[src/hdl/sfir_pkg.sv]
`default_nettype none
// ----------------------------------------------------------------------------
// sfir_pkg
// Shared types and constants of the sliding-window FIR unit.
// ----------------------------------------------------------------------------
package sfir_pkg;

  localparam int SAMPLE_W = 16;
  localparam int TAP_W    = 16;
  localparam int PROD_W   = 32;
  localparam int SUM_W    = 34;
  localparam int OUT_W    = 35;
  localparam int MAX_TAPS = 8;
  localparam int FILL_W   = 3;
  localparam int CFG_IDX_W = 3;
  localparam int Q_DEPTH  = 2;

  typedef logic signed [SAMPLE_W-1:0] sample_t;
  typedef logic signed [TAP_W-1:0]    tap_t;
  typedef logic signed [PROD_W-1:0]   prod_t;
  typedef logic signed [SUM_W-1:0]    sum_t;
  typedef logic signed [OUT_W-1:0]    result_t;

  typedef struct packed {
    logic                 we;
    logic [CFG_IDX_W-1:0] idx;
    tap_t                 data;
  } cfg_wr_t;

endpackage : sfir_pkg
`default_nettype wire

[src/hdl/sfir_queue.sv]
`default_nettype none
// ----------------------------------------------------------------------------
// sfir_queue
// Two-entry queue of sample windows between the front and the back end.
// ----------------------------------------------------------------------------
module sfir_queue #(
  parameter int NUM_TAPS = 8
) (
  input  wire logic                              clk,
  input  wire logic                              rst_n,
  input  wire logic                              push,
  input  wire sfir_pkg::sample_t [NUM_TAPS-1:0]  push_win,
  output logic                                   full,
  output logic                                   pop_valid,
  input  wire logic                              pop,
  output sfir_pkg::sample_t [NUM_TAPS-1:0]       pop_win
);
  import sfir_pkg::*;

  localparam int PTR_W = $clog2(Q_DEPTH);
  localparam int CNT_W = $clog2(Q_DEPTH + 1);

  sample_t [NUM_TAPS-1:0] mem_r [Q_DEPTH];
  logic [PTR_W-1:0] wr_ptr_r, wr_ptr_nxt, rd_ptr_r, rd_ptr_nxt;
  logic [CNT_W-1:0] cnt_r, cnt_nxt;

  assign full      = (cnt_r == CNT_W'(Q_DEPTH));
  assign pop_valid = (cnt_r != '0);
  assign pop_win   = mem_r[rd_ptr_r];

  always_comb begin
    wr_ptr_nxt = push ? wr_ptr_r + 1'b1 : wr_ptr_r;
    rd_ptr_nxt = pop  ? rd_ptr_r + 1'b1 : rd_ptr_r;
    cnt_nxt    = cnt_r + CNT_W'(push) - CNT_W'(pop);
  end

  always_ff @(posedge clk) begin
    if (!rst_n) begin
      wr_ptr_r <= '0;
      rd_ptr_r <= '0;
      cnt_r    <= '0;
    end else begin
      wr_ptr_r <= wr_ptr_nxt;
      rd_ptr_r <= rd_ptr_nxt;
      cnt_r    <= cnt_nxt;
    end
  end

  always_ff @(posedge clk) begin
    if (push) mem_r[wr_ptr_r] <= push_win;
  end

endmodule : sfir_queue
`default_nettype wire

[config.mk]
export PLATFORM = sky130hd
export DESIGN_NAME = sfir_queue
export DESIGN_NICKNAME = d
export VERILOG_FILES = /design/src/hdl/sfir_pkg.sv /design/src/hdl/sfir_queue.sv
export SDC_FILE = /design/constraint.sdc
export NUM_CORES = 1
export LEC_CHECK = 0
export BUFFER_PORTS_ARGS = -buffer_cell sky130_fd_sc_hd__buf_4
export CAP_MARGIN = 20
export CORE_UTILIZATION = 47
export CTS_CLUSTER_DIAMETER = 120
export DETAILED_ROUTE_END_ITERATION = 10
export PLACE_DENSITY = 0.81
export SYNTH_ARGS = -nofsm -noshare
export SYNTH_HDL_FRONTEND = slang
export SYNTH_SLANG_ARGS = --single-unit
[constraint.sdc]
create_clock -name clk -period 7 [get_ports clk]
set_input_delay 1.05 -clock clk [delete_from_list [all_inputs] [get_ports clk]]
set_output_delay 1.05 -clock clk [all_outputs]
set_load 0.01 [all_outputs]
Yosys cells after proc, flatten, opt, wreduce, memory -nomap -nowiden
Memory sizes are Yosys's and may differ from the RTL's. A register that Yosys moved wholly into a read port is not among the register bits.
Cells that the tools add are included.
{"block": "totals", "wordCells": 14, "inputBits": 132, "mem_bits_rw": 256, "reg_bits": 4, "mem_count": 1}
{"memory": "mem_r", "depth": 2, "word_bits": 128, "read_ports": 1, "rd_clocked_by_memory_dff": 1, "wr": 1, "line": "sfir_queue.sv:23", "rtl": "sample_t [NUM_TAPS-1:0] mem_r [Q_DEPTH];"}
{"block": "op_classes", "n_addsub": 4, "n_eq_ne": 1, "reduce_logical": 1, "mux": 4}
{"cell": "$mux 1", "n": 4}
{"cell": "$add 1x1->1 const B", "n": 2}
{"cell": "$add 2x1->2", "n": 1}
{"cell": "$eq 2x2->1 const B", "n": 1}
{"cell": "$reduce_bool 2->1", "n": 1}
{"cell": "$sub 2x1->2", "n": 1}

Logic depth before layout (Yosys ltp)
{"block": "logic_depth", "word_depth": 3, "mapped_depth": 6, "depth_no_buf": 6}

Worst setup path after synthesis
No wires, ideal clock.
{"block": "synth_timing", "kind": "input to register", "start": "input push", "end": "memory mem_r[0][0] (netlist name) (enable)", "cell_stages": 1, "setup_time_ns": 0.632, "path_slack_ns": -0.261, "arrival_ns": 6.629, "path_buffers": 0, "t_required_ns": 6.368, "cell_sequence": "nor2b_1"}
{"block": "synth_between", "elab_chain_len": 2}
{"item": "start: declaration", "line": "sfir_queue.sv:11", "rtl": "input wire logic push,"}
{"item": "$mux 1", "line": "sfir_queue.sv:50", "rtl": "if (push) mem_r[wr_ptr_r] <= push_win;"}
{"item": "$mux 1 (implied by the code)", "line": "sfir_queue.sv:50"}
{"item": "end: declaration", "line": "sfir_queue.sv:23"}
No other way between the ends.

==> metrics.yaml <==
critical_path:
  cp_max_fo: 70
  critical_path_required_ns: 5.95
  r2r_start: "wr_ptr_r"
  reg2reg_depth: 3
  crit_type: "reg2out"
  cp-end-kind: "output port"
  r2r_slack_ns: 4.60
  r2r-end: "mem_r[0][126]"
  cp-start-kind: "register"
  arrival_ns: 2.84
synthesis:
  synth_cells: 419
  synth_seq_area_share_pct: 81.7
  synth-seq-cells: 261
  avgSynthCellArea_um2: 22.8
  syn_area_mm2: 0.00953
  synthesis.nets: 553
  yosys_warnings: 0
  synth_cell_types: 13
sta:
  clock_skew_ns: 0.0147
  rsz0062_at_grt: "false"
  tightest_slew_ns: 1.05
  hold_violations: 0
  timing.fmax_mhz: 257
  finalSetupViolCount: 0
  setup_tns_ns: 0
  fin_crit_sh_pct: 55.6
  period_needed_ns: 3.89
  final_max_slew_viol_count: 0
  slew_headroom_pct: 29.9
global_routing:
  grt_overflow_total: 0
  grt_first_pass_wirelength_um: 26300
  grt_max_degree: 76
  gr-usage-all-layers_pct: 16.6
  antenna_found_initial: 0
  grt_pass1_vias: 4952
power:
  power_leakage_nw: 4.67
  max-vdd-ir-drop_v: 0.000182
  power_density_mw_per_mm2: 285
clocking:
  cts_setup_buffers: 0
  tritoncts: "built"
  clkLatencyLatePin_ns: 0.52
  clockBufferDepth: 3
  post_cts_resize_count: 0
  cts_hold_buf: 0
  cts.sinks: 261
  cts_made_buffers: 26
  cts-root-buf: "clkbuf_16"
  htreeDepth: 1
  cts.reportedPaths.clkPinSlew_ns: 0.06
worst_hold_path:
  hold_path.class: "reg2reg"
  whs_path_depth: 2
  hold_start: "rd_ptr_r"
placed_design:
  gp_congestion: 0.756
  dpl_cell_area_mm2: 0.0117
  hpwlAfterDp_um: 11800
  placement.io_buffers: 261
drt:
  wirelength_um: 18100
  drt_first_iter_violations: 216
  wl_per_cell_um: 18.5
  drcViolationCount: 0
  ant_nets: 0
  vias_per_cell: 4.88
  vias: 4790
  drt-pass1-iter-count: 4
die:
  die_y_um: 144
  die_x_um: 144
  pin_count: 262
  rows: 51
  core_mm2: 0.0197
  die-area_mm2: 0.0209
  initial_core_util_pct: 48.5
cells_and_area:
  area_growth_syn_to_layout_pct: 31.2
  fillers: 1384
  num_antenna_cells: 0
  drive_above_1_share_pct: 60.4
  finalInstanceArea_mm2: 0.0125
  nets: 832
run:
  cap_violations: 0
status:
  status: "finished, final reports clean"
-- stage by stage --
step                instances  setup WS [ns]  power, W  utilization, %  hold slack (ns)
floorplan                 419           2.16   0.00208               -            0.555
global placement          935           3.63   0.00226            59.5            0.555
detailed placement        935           3.60   0.00228            59.5            0.563
CTS                       982           3.03   0.00360            63.6            0.581
global route              982           2.92   0.00369            63.6            0.613
finish                    982           3.11   0.00356            63.6            0.580
-- worst max-delay path by stage --
stage               cells past startpoint  startpoint          end  slack [ns]
finish                                  3    register  pop_win[42]        3.11
global route                            3    register  pop_win[42]        2.92
CTS                                     3    register  pop_win[42]        3.03
detailed placement                      3    register  pop_win[25]        3.60
global placement                        3    register  pop_win[25]        3.63
floorplan                               1        push  mem_r[0][0]        2.16
-- where the power goes --
part | internal [W] | total (W) | switching [W]
clock | 0.000773 | 0.00132 | 0.000545
sequential | 0.00181 | 0.00184 | 0.0000319
combinational | 0.000227 | 0.000405 | 0.000178
total | 0.00281 | 0.00356 | 0.000755
-- per-layer routing --
layer	up-vias	global-route usage [%]	routed length [um]	share of wire (%)
li1	2225	-	-	-
met1	2326	19.8	6960	38
met2	208	29.3	9270	51
met3	31	4.83	1590	8.7
met4	0	4.71	325	1.8
met5	-	0	0	0
-- critical path, stage by stage (launching register included) --
cell,delay (ns)
dfxtp_4,0.85
buf_4,0.81
mux2_2,0.44
buf_4,0.15
-- synth_stat cells --
library cell / n / area share (%)
nor2b_1: 4 / 0.26
clkbuf_8: 8 / 1.2
ha_1: 2 / 0.26
o21a_1: 1 / 0.079
edfxtp_1: 256 / 81
xor2_1: 1 / 0.092
inv_1: 2 / 0.079
mux2_2: 128 / 15
and2_1: 4 / 0.26
dfxtp_1: 5 / 1.0
xnor3_1: 1 / 0.24
buf_6: 6 / 0.71
or2_2: 1 / 0.066
-- cells in the final DEF (no fill, tap or decap), drive strengths merged --
cell,Yosys,final
inv,2,2
nor2b,4,4
xor2,1,1
o21a,1,1
clkinvlp,0,1
clkbuf,8,31
clkinv,0,13
bufinv,0,2
edfxtp,256,256
ha,2,2
or2,1,1
xnor3,1,1
buf,6,265
mux2,128,128
dfxtp,5,5
and2,4,4
-- sequential cells by signal, indices dropped and copies added (netlist names), named ones only --
register / count
wr_ptr_r: 1
rd_ptr_r: 1
cnt_r: 2
mem_r: 256
-- area by class of cell --
type	instances	area [um^2]	share of cell area [%]
Inverter	2	7.51	0.0600
Clock inverter	16	124	0.991
Tap cell	265	332	2.65
Clock buffer	31	691	5.52
Multi-Input combinational cell	142	1570	12.6
Sequential cell	261	7790	62.3
Timing Repair Buffer	265	1990	15.9
-- cell families after synthesis --
family          Yosys count  synth area share [%]
fa+ha+maj                 2                 0.262
buf+inv                  16                  1.94
simple gates              9                 0.591
xor+xnor                  2                 0.328
flops                   261                  81.7
mux                     128                  15.1
compound gates            1                0.0788
No activity file was read; power rests on OpenSTA's default activity.
