===== src/hdl/sfir_pkg.sv =====
`default_nettype none
// ----------------------------------------------------------------------------
// sfir_pkg
// Shared types and constants of the sliding-window FIR unit.
// ----------------------------------------------------------------------------
package sfir_pkg;

  localparam int SAMPLE_W = 16;
  localparam int TAP_W    = 16;
  localparam int PROD_W   = 32;
  localparam int SUM_W    = 34;
  localparam int OUT_W    = 35;
  localparam int MAX_TAPS = 8;
  localparam int FILL_W   = 3;
  localparam int CFG_IDX_W = 3;
  localparam int Q_DEPTH  = 2;

  typedef logic signed [SAMPLE_W-1:0] sample_t;
  typedef logic signed [TAP_W-1:0]    tap_t;
  typedef logic signed [PROD_W-1:0]   prod_t;
  typedef logic signed [SUM_W-1:0]    sum_t;
  typedef logic signed [OUT_W-1:0]    result_t;

  typedef struct packed {
    logic                 we;
    logic [CFG_IDX_W-1:0] idx;
    tap_t                 data;
  } cfg_wr_t;

endpackage : sfir_pkg
`default_nettype wire


===== src/hdl/sfir_front.sv =====
`default_nettype none
// ----------------------------------------------------------------------------
// sfir_front
// Takes samples, keeps the sample history and fill count, and pushes each
// complete window into the queue.
// ----------------------------------------------------------------------------
module sfir_front #(
  parameter int NUM_TAPS = 8
) (
  input  wire logic                              clk,
  input  wire logic                              rst_n,
  input  wire logic                              in_valid,
  output logic                                   in_stall,
  input  wire sfir_pkg::sample_t                 in_sample,
  input  wire logic                              in_stream_start,
  input  wire logic                              q_full,
  output logic                                   q_push,
  output sfir_pkg::sample_t [NUM_TAPS-1:0]       q_win
);
  import sfir_pkg::*;

  localparam int HIST_D = (NUM_TAPS > 1) ? NUM_TAPS - 1 : 1;
  localparam logic [FILL_W-1:0] LAST = FILL_W'(NUM_TAPS - 1);

  sample_t [HIST_D-1:0] hist_r, hist_nxt, hist_shift;
  logic [FILL_W-1:0]    fill_r, fill_nxt, fill_eff;
  logic                 xfer, full_win;

  assign in_stall = q_full;
  assign xfer     = in_valid && !in_stall;
  assign fill_eff = in_stream_start ? '0 : fill_r;
  assign full_win = !(fill_eff < LAST);
  assign q_push   = xfer && full_win;

  // Window: history entries are the older positions, the current sample the newest.
  generate
    if (NUM_TAPS > 1) begin : g_multi
      assign q_win = {in_sample, hist_r};
    end else begin : g_single
      assign q_win = in_sample;
    end
    if (HIST_D > 1) begin : g_shift
      assign hist_shift = {in_sample, hist_r[HIST_D-1:1]};
    end else begin : g_noshift
      assign hist_shift = in_sample;
    end
  endgenerate

  always_comb begin
    hist_nxt = hist_r;
    fill_nxt = fill_r;
    if (xfer) begin
      if (!full_win) begin
        for (int k = 0; k < HIST_D; k++) begin
          if (FILL_W'(k) == fill_eff) hist_nxt[k] = in_sample;
        end
        fill_nxt = fill_eff + 1'b1;
      end else begin
        fill_nxt = fill_eff;
        if (NUM_TAPS > 1) hist_nxt = hist_shift;
      end
    end
  end

  always_ff @(posedge clk) begin
    if (!rst_n) begin
      fill_r <= '0;
      hist_r <= '0;
    end else begin
      fill_r <= fill_nxt;
      hist_r <= hist_nxt;
    end
  end

endmodule : sfir_front
`default_nettype wire


===== config.mk =====
export PLATFORM = sky130hd
export DESIGN_NAME = sfir_front
export DESIGN_NICKNAME = d
export VERILOG_FILES = /design/src/hdl/sfir_pkg.sv /design/src/hdl/sfir_front.sv
export SDC_FILE = /design/constraint.sdc
export NUM_CORES = 1
export LEC_CHECK = 0
export BUFFER_PORTS_ARGS = -buffer_cell sky130_fd_sc_hd__buf_4
export CAP_MARGIN = 20
export CORE_UTILIZATION = 47
export DETAILED_ROUTE_END_ITERATION = 12
export MAX_ROUTING_LAYER = met4
export PLACE_DENSITY = 0.72
export SETUP_SLACK_MARGIN = 0.5
export SLEW_MARGIN = 40
export SYNTH_ARGS = -nofsm -noshare
export SYNTH_HDL_FRONTEND = slang
export SYNTH_SLANG_ARGS = --single-unit
export TNS_END_PERCENT = 5

===== constraint.sdc =====
create_clock -name clk -period 3.5 [get_ports clk]
set_input_delay 0.175 -clock clk [delete_from_list [all_inputs] [get_ports clk]]
set_output_delay 0.175 -clock clk [all_outputs]
set_load 0.01 [all_outputs]

-- Word-level counts from Yosys, hierarchy flattened
Cells that the tools add are included.
- $add $sub $neg: 1
- magnitude comparators: 1
- eq/ne operators: 13
- muxes and demuxes: 10
- reductions and logical operators: 12
- operator list (operator ; count):
    $mux 112 ; 1
    $mux 16 ; 7
    $ne 2x1->1 const B ; 7
    $reduce_and 2->1 ; 7
    $eq 3x3->1 const A ; 3
    $eq 2x3->1 const A ; 2
    $mux 3 ; 2
    $add 3x1->3 const B ; 1
    $eq 1x3->1 const A ; 1
    $logic_not 3->1 ; 1
    $lt 3x3->1 const B ; 1
    $logic_and 1x1->1 ; 2
    $logic_not 1->1 ; 2
- register bits after elaboration: 115
- output and inout port bits: 130
- word-level logic and storage cells: 45

-- Longest topological paths before layout
Gate-level depths: netlist of run 1.
- word-level depth: 4
- mapped depth: 9
- mapped depth without buffers: 6

-- Worst setup path after synthesis of run 1
OpenSTA, ideal clock, no wires.
- path kind: register to register
- from: register fill_r[1]
- to: register hist_r (netlist bit q_win[51])
- setup time: 0.091 ns
- data arrival time: 1.641 ns
- required time: 3.409 ns
- setup slack: 1.768 ns
- stages on the path, launching flop included: 10
- path buffers: 3
- clock period less this slack: 1.732 ns
- path through: dfxtp_1 buf_4 nand2_1 nor2_1 ha_1 and3b_1 buf_2 clkbuf_1 a211oi_1 a311oi_1
- longest elaborated chain between the ends: 4
- elaborated cells between the ends (all ways): 6
- classes of those cells: order compare: 1; eq/ne: 2; mux: 2; reduce/logical: 1
- RTL lines (element ; line ; text):
    start, declared ; sfir_front.sv:26 ; logic [FILL_W-1:0] fill_r, fill_nxt, fill_eff;
    start signal, assigned ; sfir_front.sv:70 ; fill_r <= fill_nxt;
    $mux 3 (*) ; sfir_front.sv:31 ; assign fill_eff = in_stream_start ? '0 : fill_r;
    $lt 3x3->1 / $eq 2x3->1 (equally long branches) ; sfir_front.sv:32, sfir_front.sv:55 ;
    $ne 2x1->1 (no line) ; n/a ;
    $reduce_and 2->1 (no line) ; n/a ;
    end signal, assigned ; sfir_front.sv:71 ; hist_r <= hist_nxt;
    end, declared ; sfir_front.sv:25 ; sample_t [HIST_D-1:0] hist_r, hist_nxt, hist_shift;
Every way passes the cells marked *; elsewhere a longest branch is shown, timed or not.
A chain may end at the register's enable or synchronous reset.

-- Final worst setup path of run 1
- from: register fill_r[2]
- to: output port q_push
- longest elaborated chain between the ends: 4
- RTL lines (element ; line ; text):
    $mux 3 ; sfir_front.sv:31 ;
    $lt 3x3->1 ; sfir_front.sv:32 ; assign full_win = !(fill_eff < LAST);
    $logic_not 1->1 ; sfir_front.sv:32 ;
    $logic_and 1x1->1 ; sfir_front.sv:33 ; assign q_push = xfer && full_win;
    end, declared ; sfir_front.sv:17 ; output logic q_push,
Every way passes these cells.

==> results of run 1 <==
[cell families (layout without fill, tap and decap cells)]
family | count (synthesis) | count (layout) | share of synthesized area (%)
buffers and inverters | 99 | 229 | 9.79
XOR/XNOR | 3 | 3 | 0.507
flip-flops | 115 | 115 | 44.4
adder cells (fa/ha/maj) | 1 | 1 | 0.241
AO/OA/AOI/OAI | 233 | 233 | 30.4
multiplexers | 15 | 15 | 2.89
AND/OR/NAND/NOR | 137 | 137 | 11.8
[state kept, by name, indices dropped and copies added (netlist names)]
signal and cells:
q_win 112, fill_r 3
[routing by layer]
| layer | global-route usage [%] | part of all wire [%] | routed length (um) | vias to the layer above |
|---|---|---|---|---|
| met5 | - | 0 | 0 | - |
| met4 | 9.20 | 1.5 | 270 | 0 |
| met3 | 8.57 | 11 | 2030 | 32 |
| met2 | 47.5 | 45 | 8320 | 364 |
| met1 | 45.3 | 42 | 7780 | 2617 |
| li1 | - | - | - | 2480 |
[final cells by class]
| type | count | area [sq um] |
|---|---|---|
| Multi-Input combinational cell | 389 | 2400 |
| Sequential cell | 115 | 2300 |
| Tap cell | 136 | 170 |
| Timing Repair Buffer | 180 | 1420 |
| Fill cell | 883 | 3610 |
| Clock inverter | 10 | 82.6 |
| Clock buffer | 22 | 463 |
| Inverter | 17 | 63.8 |
[cell usage after synthesis, types with 3 or more instances]
library cell | number | area (sq um)
buf_2 | 32 | 160
nor4bb_1 | 3 | 30.0
mux2i_1 | 15 | 150
dfxtp_1 | 115 | 2300
buf_4 | 23 | 173
xnor2_1 | 3 | 26.3
a311oi_1 | 81 | 709
a221oi_1 | 15 | 131
nand2_1 | 100 | 375
inv_1 | 16 | 60.1
o21ai_0 | 34 | 170
nand3_1 | 16 | 80.1
a211oi_1 | 17 | 128
clkbuf_1 | 24 | 90.1
and3_1 | 3 | 18.8
a21oi_1 | 82 | 410
and2_1 | 5 | 31.3
[final timing paths]
path                                 from         to  cells past startpoint
worst min-delay path                rst_n  fill_r[0]                      3
worst min register to register   q_win[1]   q_win[1]                      2
worst max-delay path            fill_r[2]     q_push                      3
worst max register to register  fill_r[1]  q_win[59]                      6
[critical path, stage by stage, from the launching register on]
cell and delay [ns]:
dfxtp_1 0.58, and3_1 0.77, and2_1 0.27, buf_4 0.13
[power by group through the flow]
stage | logic [mW] | registers [mW] | clock network (mW)
2_1_floorplan | 0.136 | 1.39 | 0
3_3_place_gp | 0.253 | 1.38 | 0
3_5_place_dp | 0.255 | 1.39 | 0
4_1_cts | 0.270 | 1.36 | 1.60
5_1_grt | 0.292 | 1.36 | 1.66
6_report | 0.276 | 1.36 | 1.59
[stage by stage]
stage | setup WS [ns] | util [%]
2_1_floorplan | 1.77 | -
3_3_place_gp | 1.26 | 58.9
3_5_place_dp | 1.16 | 58.9
4_1_cts | 1.12 | 65.7
5_1_grt | 0.947 | 65.7
6_report | 1.05 | 65.7
[what timing repair did]
item / in CTS / in global routing
hold buffers: 16 / 0
endpoints found under the hold margin: 16 / 0
setup endpoints to repair: 0 / 0
==> flow_summary.json, run 1 <==
{
  "worstPathRequired_ns": 3.32,
  "start_kind": "register",
  "grt_usage_pct": 32.9,
  "fin_area_sq_um": 6900,
  "clock_latency_ns": 0.51,
  "vias": 5493,
  "path_clk_slew_ns": 0.06,
  "via_per_inst": 6.32,
  "maxSlewHeadroom_pct": 45.5,
  "first_pass_iters": 5,
  "synth_area_sq_um": 5190,
  "syn_avg_cell_area_sq_um": 8.60,
  "setup_viol_count_final": 0,
  "numCtsBuffers": 17,
  "cts_root_buf": "clkbuf_8",
  "p_int_mw": 2.43,
  "die_h_um": 107,
  "dieArea_sq_um": 11500,
  "min_path_type": "input pin to register",
  "fin_crit_sh_pct": 69.9,
  "final_cell_mix": "buf_4, dfxtp_1, nand2_1",
  "maxSlewViolCount": 0,
  "p_comb_share_pct": 8.6,
  "dpl.cell_count": 821,
  "port_buffers": 150,
  "final_common_cell": "buf_4",
  "core_area_sq_um": 10500,
  "gp_congestion": 0.892,
  "p_per_area_nw_per_um2": 467,
  "io_pins": 151,
  "total_power_mw": 3.23,
  "critical_path_class": "register to primary output",
  "synth_seq_cells": 115,
  "clockBufferDepth": 2,
  "drv_cap": 0,
  "setup_tns_ns": 0,
  "swShare_pct": 24.7,
  "clock.fmax_ghz": 0.408,
  "start_util_pct": 49.4,
  "endpoint_kind": "primary output",
  "cts-resized-gates": 0,
  "seq_power_share_pct": 42.1,
  "synth-seq-area-share_pct": 44.4,
  "cp.arrival_ns": 2.27,
  "cts.sinks": 115,
  "synth_edf_count": 0,
  "drive_gt1_share_pct": 27.3,
  "fin_crit_ns": 2.45,
  "async_flop_share_pct": 0,
  "postSynthCellCount": 603,
  "grt_max_degree": 51,
  "status": "complete, no violations",
  "drc_errors": 0,
  "grt_overflow": 0,
  "p_switching_mw": 0.796,
  "totalWireLength_um": 18400,
  "area_growth_pct": 33.1,
  "placedInstanceArea_sq_um": 6190,
  "grt_pass1_wl_um": 27800,
  "hpwl_um": 12300,
  "die_w_um": 107,
  "final_cells": 869,
  "yosysWarningCount": 0,
  "clkPwrFrac_pct": 49.3,
  "antenna_found_initial": 0,
  "antenna_cells": 0,
  "ff2ff_setup_slack_ns": 1.13,
  "fp-row-count": 37,
  "fin_worst_skew_ns": 0.00592,
  "p_leak_nw": 2.64,
  "rsz0062_at_grt": "no",
  "synth_cell_types": 34,
  "hold_ws_ns": 0.0194,
  "nets": 742,
  "ys.flop_type": "dfxtp_1",
  "htree_num_levels": 4,
  "drt_iter0_markers": 506,
  "worst-path-max-fanout": 21,
  "antenna_left": 0,
  "postCtsSetupBuffers": 0,
  "worstMarginPinSlew_ns": 0.817,
  "syn_nets": 625,
  "cts_tree": "yes",
  "grt_pass1_vias": 5040,
  "hold_viol_final": 0,
  "irDropWorstVdd_uv": 255,
  "routedWlPerCell_um": 21.2
}
(Power assumes the default switching activity.)
==> run 2, diff against run 1 <==
- PLACE_DENSITY: 0.72 -> 0.74
- clock period: 3.5 -> 2.1 ns (I/O delays scaled with it)
==> flow_summary.json, run 2 (synthesis gave the netlist of run 1 again) <==
{
  "reg2reg_from": "fill_r[0]",
  "crit_chain": "and3_4, buf_6, and2_1, buf_4",
  "routedWlPerCell_um": 20.0,
  "nets": 760,
  "cp_slowest_cell": "dfxtp_4",
  "rr_endpoint": "q_win[51]",
  "grt_pass1_wl_um": 27400,
  "hold_viol_final": 0,
  "final_common_cell": "buf_4",
  "p_per_area_nw_per_um2": 758,
  "drv_cap": 0,
  "rsz0062_at_grt": "yes",
  "worstHoldPathCells": 4,
  "total_power_mw": 5.38,
  "clockBufferDepth": 2,
  "start_util_pct": 49.4,
  "min_path_type": "input pin to register",
  "antenna_left": 0,
  "holdPathEnd": "fill_r[1]",
  "maxSlewHeadroom_pct": 58.5,
  "wl_met2_um": 8000,
  "setup_viol_count_final": 0,
  "antenna_found_initial": 0,
  "numCtsBuffers": 17,
  "antenna_cells": 0,
  "hold_ws_ns": 0.0658,
  "final_cells": 886,
  "dpl.cell_count": 831,
  "die_h_um": 107,
  "io_pins": 151,
  "worstMarginPinSlew_ns": 0.622,
  "htree_num_levels": 4,
  "start_kind": "register",
  "drt_iter0_markers": 542,
  "fin_worst_skew_ns": 0.00776,
  "irDropWorstVdd_uv": 649,
  "ff2ff_setup_slack_ns": 0.51,
  "worst-path-max-fanout": 14,
  "largest_reg_flops": 112,
  "dieArea_sq_um": 11500,
  "cts_root_buf": "clkbuf_8",
  "endpoint_kind": "primary output",
  "final_cell_mix": "buf_4, dfxtp_1, nand2_1",
  "grt_usage_pct": 31.9,
  "worstPathRequired_ns": 2.00,
  "path_delay_family": "flip-flops",
  "setup_tns_ns": 0,
  "port_buffers": 150,
  "max_stage_delay_ns": 0.42,
  "critical_path_class": "register to primary output",
  "crit_buf_inv": 2,
  "via_per_inst": 6.23,
  "reg2reg_depth": 6,
  "vias": 5522,
  "gp_congestion": 0.865,
  "wl_met1_um": 7770,
  "core_area_sq_um": 10500,
  "min_from": "in_stream_start",
  "clock.fmax_ghz": 0.613,
  "path_clk_slew_ns": 0.05,
  "fillCellCount": 838,
  "status": "complete, no violations",
  "fin_crit_sh_pct": 77.7,
  "cts.sinks": 115,
  "grt_max_degree": 55,
  "wl_met3_um": 1640,
  "drc_errors": 0,
  "first_pass_iters": 6,
  "grt_overflow": 0,
  "top_layer_used": "met4",
  "cts_tree": "yes",
  "area_growth_pct": 36.8,
  "fp-row-count": 37,
  "hpwl_um": 12000,
  "maxSlewViolCount": 0,
  "die_w_um": 107,
  "drive_gt1_share_pct": 30.3,
  "cp.arrival_ns": 1.53,
  "totalWireLength_um": 17700,
  "p_leak_nw": 2.73,
  "clock_latency_ns": 0.52,
  "grt_pass1_vias": 4983,
  "fin_crit_ns": 1.63
}
[run 2: cell count changes in the layout (fill, tap and decap cells not counted), moves of 2 or more]
cell,delta
buf_4,+15
buf_6,+2
clkinv_2,-2
dfxtp_1,-3
dfxtp_4,+3
nand2_1,-2
nand2_2,+2
[run 2: repair_timing]
item | in CTS | in global routing
gates resized for setup | 9 | 1
pin swaps | 0 | 2
hold buffers | 17 | 0
buffers inserted | 3 | 4
hold endpoints to repair | 34 | 0
setup endpoints to repair | 74 | 54
[run 2: layout make-up]
| class | count | area [sq um] | share of cell area (%) |
|---|---|---|---|
| repair buffers | 198 | 1560 | 22.0 |
| multi-input cells | 389 | 2430 | 34.3 |
| clock buffers | 22 | 473 | 6.67 |
| well taps | 136 | 170 | 2.40 |
| flip-flops and latches | 115 | 2310 | 32.6 |
| inverters | 17 | 63.8 | 0.899 |
| clock inverters | 9 | 80.1 | 1.13 |
[run 2: metal layers]
metal,track usage (%),vias to the layer above
met5,-,-
met4,9.49,0
met3,6.75,27
met2,47.3,326
met1,43.7,2649
li1,-,2520
[run 2: through the flow]
step	setup slack [ns]	util, %	cell area, sq um
floorplan	0.476	-	5220
global placement	0.292	59.8	6290
detailed placement	0.168	59.8	6290
CTS	0.465	67.2	7060
global route	0.386	67.5	7100
finish	0.468	67.5	7100
[run 2: worst max-delay path by stage]
stage	slack (ns)	from	cells after the start	endpoint
after detailed placement	0.17	fill_r[0]	7	q_win[59]
after global routing	0.39	fill_r[0]	7	q_win[54]
after global placement	0.29	fill_r[0]	7	q_win[60]
after CTS	0.46	fill_r[2]	4	q_push
final	0.47	fill_r[2]	4	q_push
after floorplan	0.48	fill_r[1]	9	q_win[51]
[run 2: tightest hold or removal path: stages]
cell and delay (ns):
buf_4 0.19, inv_1 0.09, o21ai_0 0.08, a211oi_1 0.07
[run 2: report_power, final]
| part | total, mW | switching [mW] | internal, mW |
|---|---|---|---|
| Sequential | 2.26 | 0.0407 | 2.22 |
| Clock | 2.64 | 0.970 | 1.67 |
| Combinational | 0.470 | 0.280 | 0.190 |
| Total | 5.38 | 1.29 | 4.09 |
